[src/hdl/fpec_pkg.sv]
// Shared types and constants of the flash program and erase controller.
package fpec_pkg;

	// Input and output field widths.
	localparam int ACTION_W = 3;
	localparam int SEL_W    = 2;
	localparam int WADDR_W  = 9;
	localparam int DATA_W   = 32;
	localparam int STATUS_W = 3;
	localparam int ETICK_W  = 16;
	localparam int PTICK_W  = 8;
	localparam int SNB_W    = 4;
	localparam int PSIZE_W  = 2;

	// Number of words the word address can reach.
	localparam int ADDR_SPACE = 512;

	// Bus actions.
	localparam logic [ACTION_W-1:0] ACT_TICK   = 3'd0;
	localparam logic [ACTION_W-1:0] ACT_REG_WR = 3'd1;
	localparam logic [ACTION_W-1:0] ACT_REG_RD = 3'd2;
	localparam logic [ACTION_W-1:0] ACT_ARR_WR = 3'd3;
	localparam logic [ACTION_W-1:0] ACT_ARR_RD = 3'd4;

	// Register selectors.
	localparam logic [SEL_W-1:0] SEL_KEY    = 2'd0;
	localparam logic [SEL_W-1:0] SEL_STATUS = 2'd1;
	localparam logic [SEL_W-1:0] SEL_CTRL   = 2'd2;

	// Status codes.
	localparam logic [STATUS_W-1:0] ST_OK       = 3'd0;
	localparam logic [STATUS_W-1:0] ST_LOCKED   = 3'd1;
	localparam logic [STATUS_W-1:0] ST_BUSY     = 3'd2;
	localparam logic [STATUS_W-1:0] ST_DISABLED = 3'd3;
	localparam logic [STATUS_W-1:0] ST_BADKEY   = 3'd4;

	// Unlock key words.
	localparam logic [DATA_W-1:0] KEY_FIRST  = 32'h4567_0123;
	localparam logic [DATA_W-1:0] KEY_SECOND = 32'hCDEF_89AB;

	// Control and status register bit positions.
	localparam int CR_PG        = 0;
	localparam int CR_SER       = 1;
	localparam int CR_SNB_LSB   = 3;
	localparam int CR_PSIZE_LSB = 8;
	localparam int CR_STRT      = 16;
	localparam int CR_LOCK      = 31;
	localparam int SR_BSY       = 16;

	// Register configuration indexes.
	localparam logic CFG_ERASE_TICKS   = 1'b0;
	localparam logic CFG_PROGRAM_TICKS = 1'b1;

	// How an item finishes once decoded.
	typedef enum logic [1:0] {
		K_SIMPLE,
		K_READ,
		K_PROG,
		K_ERASE
	} op_kind_t;

	// Commands from the controller to the datapath.
	typedef struct packed {
		logic load;
		logic exec;
		logic fin;
		logic sweep;
	} fpec_cmd_t;

	// Status from the datapath to the controller.
	typedef struct packed {
		op_kind_t kind;
		logic     sweep_last;
	} fpec_stat_t;

endpackage

[src/hdl/fpec_ctrl.sv]
// Sequencing state machine of the flash program and erase controller.
module fpec_ctrl (
	input  logic              clk,
	input  logic              arst_n,
	input  logic              start,
	input  fpec_pkg::fpec_stat_t stat,
	output fpec_pkg::fpec_cmd_t  cmd,
	output logic              busy,
	output logic              done
);
	import fpec_pkg::*;

	typedef enum logic [2:0] {
		S_CLEAR,
		S_IDLE,
		S_EXEC,
		S_FIN,
		S_SWEEP
	} state_t;

	state_t state_q;
	logic   done_q;

	// Commands follow the current state.
	assign cmd.load  = (state_q == S_IDLE) && start;
	assign cmd.exec  = (state_q == S_EXEC);
	assign cmd.fin   = (state_q == S_FIN);
	assign cmd.sweep = (state_q == S_SWEEP) || (state_q == S_CLEAR);

	assign busy = (state_q != S_IDLE);
	assign done = done_q;

	// State and result strobe.
	always_ff @(posedge clk or negedge arst_n) begin
		if (!arst_n) begin
			state_q <= S_CLEAR;
			done_q  <= 1'b0;
		end else begin
			unique case (state_q)
				S_CLEAR: begin
					done_q <= 1'b0;
					if (stat.sweep_last) begin
						state_q <= S_IDLE;
					end
				end
				S_IDLE: begin
					done_q <= 1'b0;
					if (start) begin
						state_q <= S_EXEC;
					end
				end
				S_EXEC: begin
					unique case (stat.kind)
						K_SIMPLE: begin
							done_q  <= 1'b1;
							state_q <= S_IDLE;
						end
						K_READ, K_PROG: begin
							done_q  <= 1'b0;
							state_q <= S_FIN;
						end
						K_ERASE: begin
							done_q  <= 1'b0;
							state_q <= S_SWEEP;
						end
					endcase
				end
				S_FIN: begin
					done_q  <= 1'b1;
					state_q <= S_IDLE;
				end
				S_SWEEP: begin
					done_q <= stat.sweep_last;
					if (stat.sweep_last) begin
						state_q <= S_IDLE;
					end
				end
				default: begin
					done_q  <= 1'b0;
					state_q <= S_IDLE;
				end
			endcase
		end
	end

endmodule

[config.mk]
export PLATFORM = sky130hd
export DESIGN_NAME = fpec_ctrl
export DESIGN_NICKNAME = d
export VERILOG_FILES = /design/src/hdl/fpec_pkg.sv /design/src/hdl/fpec_ctrl.sv
export SDC_FILE = /design/constraint.sdc
export NUM_CORES = 1
export LEC_CHECK = 0
export ABC_CLOCK_PERIOD_IN_PS = 1600
export BUFFER_PORTS_ARGS = -buffer_cell sky130_fd_sc_hd__buf_2
export CORE_AREA = 10 10 47 49
export DETAILED_ROUTE_END_ITERATION = 8
export DIE_AREA = 0 0 57 59
export PLACE_DENSITY = 0.48
export SETUP_SLACK_MARGIN = 0.1
export SYNTH_ARGS = -nofsm -noshare
export SYNTH_HDL_FRONTEND = slang
export SYNTH_SLANG_ARGS = --single-unit
[constraint.sdc]
create_clock -name clk -period 1.6 [get_ports clk]
set_input_delay 0.16 -clock clk [delete_from_list [all_inputs] [get_ports clk]]
set_output_delay 0.16 -clock clk [all_outputs]
set_load 0.05 [all_outputs]
==> impl_results.md, run 1 <==
* Largest net degree at the start of global routing at 13
* Library cells used by synthesis at 15
* Cell Area, Synth at 285 sq um
* Startpoint Class: flop
* Pleak at 0.000189 uW
* CP Buf/Inv Count at 1
* Net count after synthesis at 38
* Top cell type's share of synthesized area at 35.1%
* VDD IR max at 0.000476 V
* Hold path cells at 3
* Per-cell routed wire length at 11.8 microns
* Final setup vio count at 0
* Pre-CTS setup slack at 325 ps
* CP endpoint kind: output port
* GRT Util Overall at 3.98%
* Worst Skew at 0.831 ps
* I/O Pins at 12
* DIE WIDTH at 57 microns
* Drt pass-1 iters at 2
* Status: completed
* CTS tree: yes
* Flops & latches, synth at 4
* Fill cells at 157
* Unrepaired setup endpoints after global routing: no
* Storage cell area at 104 sq um
* First-pass GRT wire length at 1.06 mm
* Initial core utilization at 20.4%
* Worst-path clk slew at 40 ps
* Ranking of synthesized cells by area: dfrtp_1 (35%), ha_1 (13%), nand3b_1 (7.9%)
* Slowest CP cell: dfrtp_2
* Final worst-path cycle share at 89.7%
* Area growth from synthesis to layout at 36.4%
* CP max FO at 12
* CTS Sinks at 4
* Height of the chip at 59 microns
* Iteration-0 DRC Markers at 1
* ANT cells at 0
* Worst Reg-to-Reg Cells at 2
* Sequential element share of the synthesized area at 35.1%
* Total grt overflow at 0
* Layout cells sized above 1 at 45.2%
* Setup Buffers After CTS at 0
* Tightest Pin Transition at 255 ps
* Skew-Pair Late Insertion Delay at 230 ps
* Vias in the first global route at 257
* Max Transition Viols Final at 0
* Slowest Stage Delay on Critical Path at 470 ps
* Final Non-Filler Cells at 58
* Num CTS Buffers at 3
* Max Cap Violations at 0
* Cell row count at 14
* Cell taking the most area after synthesis: dfrtp_1
* CP Data Required Time at 1440 ps
* Stages on the worst setup path at 2
* Post-route DRC violation count at 0
* Placed Instances at 54
* Final hold viol count at 0
* Buffers on Ports at 11
* Critical path, cell by cell: or3b_1 -> buf_2
* Placer Congestion at 0.649
* Power density over the cells at 2040 nW/um^2
* Slew margin rel. at 83.1%
* H-tree Lvls at 1
* Mapped Cells at 29
* Final wirelength at 683 microns
* Worst path top cell family by delay: flip-flops
* Antenna-violating nets left at 0
* Min-Delay Path Class: primary input to flop
* CTS Root Cell: clkbuf_4
* Final #Nets at 53
* Fin Setup TNS at 0 ps
* Syn avg cell area at 9.84 sq um
* Drt via density at 4.43
* Final WS setup at 165 ps
* Via Count at 257
* Antenna violations before repair at 0
* HPWL Detailed at 502 microns
* Worst path arrival time at 1280 ps
* Most common cell after layout, fill and taps aside: buf_2
* Die Area at 3360 sq um
* Max clock buf depth at 2
* Synth warn at 0
* Worst Setup Path Type: flop to output port
* Min Tclk post-route at 1440 ps
* Core Region at 1400 sq um
* Fmax at 0.697 GHz
* Multi-input gate area at 168 sq um
worst reg2reg max path, delay by kind of cell, from the launching register on:
family	cells	cell delay (ps)
AO/OA/AOI/OAI	1	150
AND/OR/NAND/NOR	1	380
flip-flops	1	470
logic make-up (layout without fill, tap and decap cells):
| logic type | after synthesis | in the layout | synth area share, % |
|---|---|---|---|
| AO/OA/AOI/OAI | 3 | 3 | 6.58 |
| buffers and inverters | 4 | 17 | 6.14 |
| AND/OR/NAND/NOR | 15 | 15 | 39.0 |
| flip-flops | 4 | 4 | 35.1 |
| adder cells (fa/ha/maj) | 3 | 3 | 13.2 |
flip-flops by register name, summed over array words and instances, names as in the netlist:
name and cells:
state_q 3, done 1
report_power, final:
group          switching, uW  leakage, uW  total, uW  internal, uW
clock network           38.4    0.0000138        122          83.7
logic                    319     0.000128        455           136
registers               72.2    0.0000469        216           144
total                    430     0.000189        793           364
path summary, 6_finish.rpt:
check | slack (ps) | start | endpoint
setup / recovery | 160 | state_q[1]$_DFFE_PN0P_ | busy
hold / removal | 200 | start | state_q[1]$_DFFE_PN0P_
min in group asynchronous | 270 | arst_n | state_q[2]$_DFFE_PN0P_
setup reg to reg | 520 | state_q[1]$_DFFE_PN0P_ | state_q[2]$_DFFE_PN0P_
max in group asynchronous | 1200 | arst_n | state_q[0]$_DFFE_PN0P_
hold reg to reg | 510 | state_q[2]$_DFFE_PN0P_ | state_q[1]$_DFFE_PN0P_
per-stage QoR:
step / hold WS (ps) / area, sq um / utilization [%] / total power (uW)
6_report: 199 / 389 / 27.8 / 793
2_1_floorplan: -136 / 285 / - / 574
5_1_grt: 223 / 389 / 27.8 / 845
3_3_place_gp: -30.9 / 350 / 25.0 / 662
4_1_cts: 198 / 387 / 27.6 / 802
3_5_place_dp: -32.9 / 350 / 25.0 / 663
repair_timing:
item,4_1_cts,5_1_grt
gates resized for setup,2,2
pin swaps,0,0
hold buffers,1,0
endpoints found under the setup margin,2,2
endpoints found under the hold margin,4,0
final cells by class:
type | count | share of cell area [%]
clock buffers | 3 | 5.79
inverters | 2 | 1.93
multi-input cells | 21 | 43.1
flip-flops and latches | 4 | 26.7
well taps | 16 | 5.14
repair buffers | 12 | 17.4
metal layers:
metal | global-route usage, % | up-vias | part of all wire, %
li1 | - | 130 | -
met1 | 4.05 | 119 | 42
met2 | 6.67 | 8 | 53
met3 | 1.29 | 0 | 4.8
met4 | 3.02 | 0 | 0
met5 | 0 | - | 0
synth_stat cells (all sizes together):
cell type / number
nor2: 3
a21oi: 2
and4bb: 2
buf: 2
ha: 3
inv: 2
nand2b: 1
nand3b: 3
dfrtp: 4
nand2: 1
and3b: 1
nor3: 2
o32ai: 1
or3b: 2
Note: power is estimated with default switching activity, not from simulation.
==> inputs of run 2 (changes only) <==
--- a/config.mk
+++ b/config.mk
@@ -5,12 +5,12 @@
 export SDC_FILE = /design/constraint.sdc
 export NUM_CORES = 1
 export LEC_CHECK = 0
-export ABC_CLOCK_PERIOD_IN_PS = 1600
+export ABC_CLOCK_PERIOD_IN_PS = 1300
 export BUFFER_PORTS_ARGS = -buffer_cell sky130_fd_sc_hd__buf_2
 export CORE_AREA = 10 10 47 49
 export DETAILED_ROUTE_END_ITERATION = 8
 export DIE_AREA = 0 0 57 59
-export PLACE_DENSITY = 0.48
+export PLACE_DENSITY = 0.5
 export SETUP_SLACK_MARGIN = 0.1
 export SYNTH_ARGS = -nofsm -noshare
 export SYNTH_HDL_FRONTEND = slang
==> constraint.sdc (replaced) <==
create_clock -name clk -period 1.3 [get_ports clk]
set_input_delay 0.13 -clock clk [delete_from_list [all_inputs] [get_ports clk]]
set_output_delay 0.13 -clock clk [all_outputs]
set_load 0.05 [all_outputs]
==> run 2 against run 1 <==
  * The run now ends with setup timing left
  * First-iteration DRC count increased to 5.0 times the previous value
  * Critical path depth unchanged
  * Global-route usage increased by 0.57 points
  * Core utilization increased by 6.9 points
  * Final cell count increased by 10%
  * Clock skew increased by 1.6 ps
  * Hold slack got worse by 32 ps
  * Count of clock-buffer cells in the layout unchanged
  * Worst setup slack got worse by 200 ps
  * Die area unchanged
  * Critical path type unchanged
==> impl_results.md, run 2 (same netlist as run 1, synthesis figures left out) <==
* Initial core utilization at 20.4% (unchanged)
* Total grt overflow at 0 (unchanged)
* Num CTS Buffers at 3 (unchanged)
* Vias in the first global route at 308 (was 257)
* Final wirelength at 726 microns (was 683 microns)
* Max clock buf depth at 2 (unchanged)
* ANT cells at 0 (unchanged)
* Final WS setup at -40.0 ps (was 165 ps)
* Pre-CTS setup slack at 119 ps (was 325 ps)
* Antenna violations before repair at 0 (unchanged)
* Tightest Pin Transition at 287 ps (was 255 ps)
* Pleak at 0.000229 uW (was 0.000189 uW)
* GRT Util Overall at 4.55% (was 3.98%)
* Status: finished with violations (was completed)
* H-tree Lvls at 1 (unchanged)
* Max Cap Violations at 0 (unchanged)
* CTS Root Cell: clkbuf_4 (unchanged)
* Unrepaired setup endpoints after global routing: yes (was no)
* Power density over the cells at 2620 nW/um^2 (was 2040 nW/um^2)
* Startpoint Class: flop (unchanged)
* Most frequent cells in the layout: buf_2 (6), buf_4 (5), buf_6 (4)
* Min Tclk post-route at 1340 ps
* Final hold viol count at 0 (unchanged)
* I/O Pins at 12 (unchanged)
* First-pass GRT wire length at 1.24 mm (was 1.06 mm)
* Worst path arrival time at 1210 ps (was 1280 ps)
* CP max FO at 5 (was 12)
* Final #Nets at 59 (was 53)
* Final setup vio count at 1 (was 0)
* Post-route DRC violation count at 0 (unchanged)
* Max Transition Viols Final at 0 (unchanged)
* VDD IR max at 0.000819 V (was 0.000476 V)
* Slew margin rel. at 80.8% (was 83.1%)
* Via Count at 279 (was 257)
* Drt via density at 4.36 (was 4.43)
* Layout cells sized above 1 at 56.3% (was 45.2%)
* Fmax at 0.746 GHz
* Number of flip-flops in the largest register at 3 (unchanged)
* CTS tree: yes (unchanged)
* HPWL Detailed at 585 microns (was 502 microns)
* Placer Congestion at 0.691 (was 0.649)
* Area growth from synthesis to layout at 70.2% (was 36.4%)
* Buffers on Ports at 11 (unchanged)
* Finished Core Util at 34.6% (was 27.8%)
* Antenna-violating nets left at 0 (unchanged)
* Per-cell routed wire length at 11.3 microns (was 11.8 microns)
* Worst Setup Path Type: flop to output port (unchanged)
* Final worst-path cycle share at 103%
* Skew-Pair Late Insertion Delay at 230 ps (about the same)
* Iteration-0 DRC Markers at 5 (was 1)
* CTS Sinks at 4 (unchanged)
* Height of the chip at 59 microns (unchanged)
* Largest net degree at the start of global routing at 8 (was 13)
* Worst-path clk slew at 40 ps (about the same)
* Largest Register: state_q (unchanged)
* Die Area at 3360 sq um (unchanged)
* Min-Delay Path Class: primary input to flop (unchanged)
* Cell row count at 14 (unchanged)
* Most common cell after layout, fill and taps aside: buf_2 (unchanged)
* CP endpoint kind: output port (unchanged)
* Failing checks: setup timing
* DIE WIDTH at 57 microns (unchanged)
* Drt pass-1 iters at 4 (was 2)
* Worst Skew at 2.43 ps (was 0.831 ps)
* CP Data Required Time at 1170 ps (was 1440 ps)
* Core Region at 1400 sq um (unchanged)
==> run 2: repair_timing <==
item	4_1_cts	5_1_grt
hold buffers	1	0
pin swaps	1	0
gates cloned	0	0
endpoints found under the setup margin	5	6
hold endpoints to repair	4	0
resized for setup	12	4
setup buffers	2	0
==> run 2: worst paths after layout <==
kind,startpoint,to,slack (ps),depth (start not counted)
min reg2reg,state_q[2]$_DFFE_PN0P_,state_q[1]$_DFFE_PN0P_,590,2
min in group asynchronous,arst_n,state_q[1]$_DFFE_PN0P_,240,2
min,start,state_q[1]$_DFFE_PN0P_,170,3
max reg2reg,state_q[1]$_DFFE_PN0P_,state_q[2]$_DFFE_PN0P_,150,3
max,state_q[2]$_DFFE_PN0P_,busy,-40,2
max in group asynchronous,arst_n,state_q[2]$_DFFE_PN0P_,940,2
==> run 2: critical path: stages (launching register included) <==
cell     delay [ps]
dfrtp_2         420
or3b_4          400
buf_6           160
==> run 2: metal layers <==
| metal | share of wire [%] | GRT usage, % | vias up |
|---|---|---|---|
| li1 | - | - | 143 |
| met1 | 36 | 3.95 | 128 |
| met2 | 54 | 7.75 | 8 |
| met3 | 10 | 2.15 | 0 |
| met4 | 0 | 4.03 | 0 |
| met5 | 0 | 0 | - |
==> run 2: report_power, final <==
part	internal [uW]	total (uW)	switching, uW
clock	103	150	46.6
combinational	395	913	518
sequential	174	209	35.0
==> run 2: final cells by class <==
class                      instances  area (sq um)
fill                             155           916
multi-input combinational         21           180
timing repair buffer              18           153
sequential                         4           103
clock buffer                       3          22.5
tap                               16          20.0
inverter                           2          7.51
==> run 2: metrics by stage <==
stage	instances	instance area, sq um	total power (uW)	hold slack (ps)	TNS, ps
finish	64	485	1270	167	-40.0
global route	64	485	1350	159	-107
CTS	64	472	1240	166	-51.1
detailed placement	58	388	942	-62.4	0
global placement	58	388	941	-62.7	0
floorplan	29	293	742	-166	0
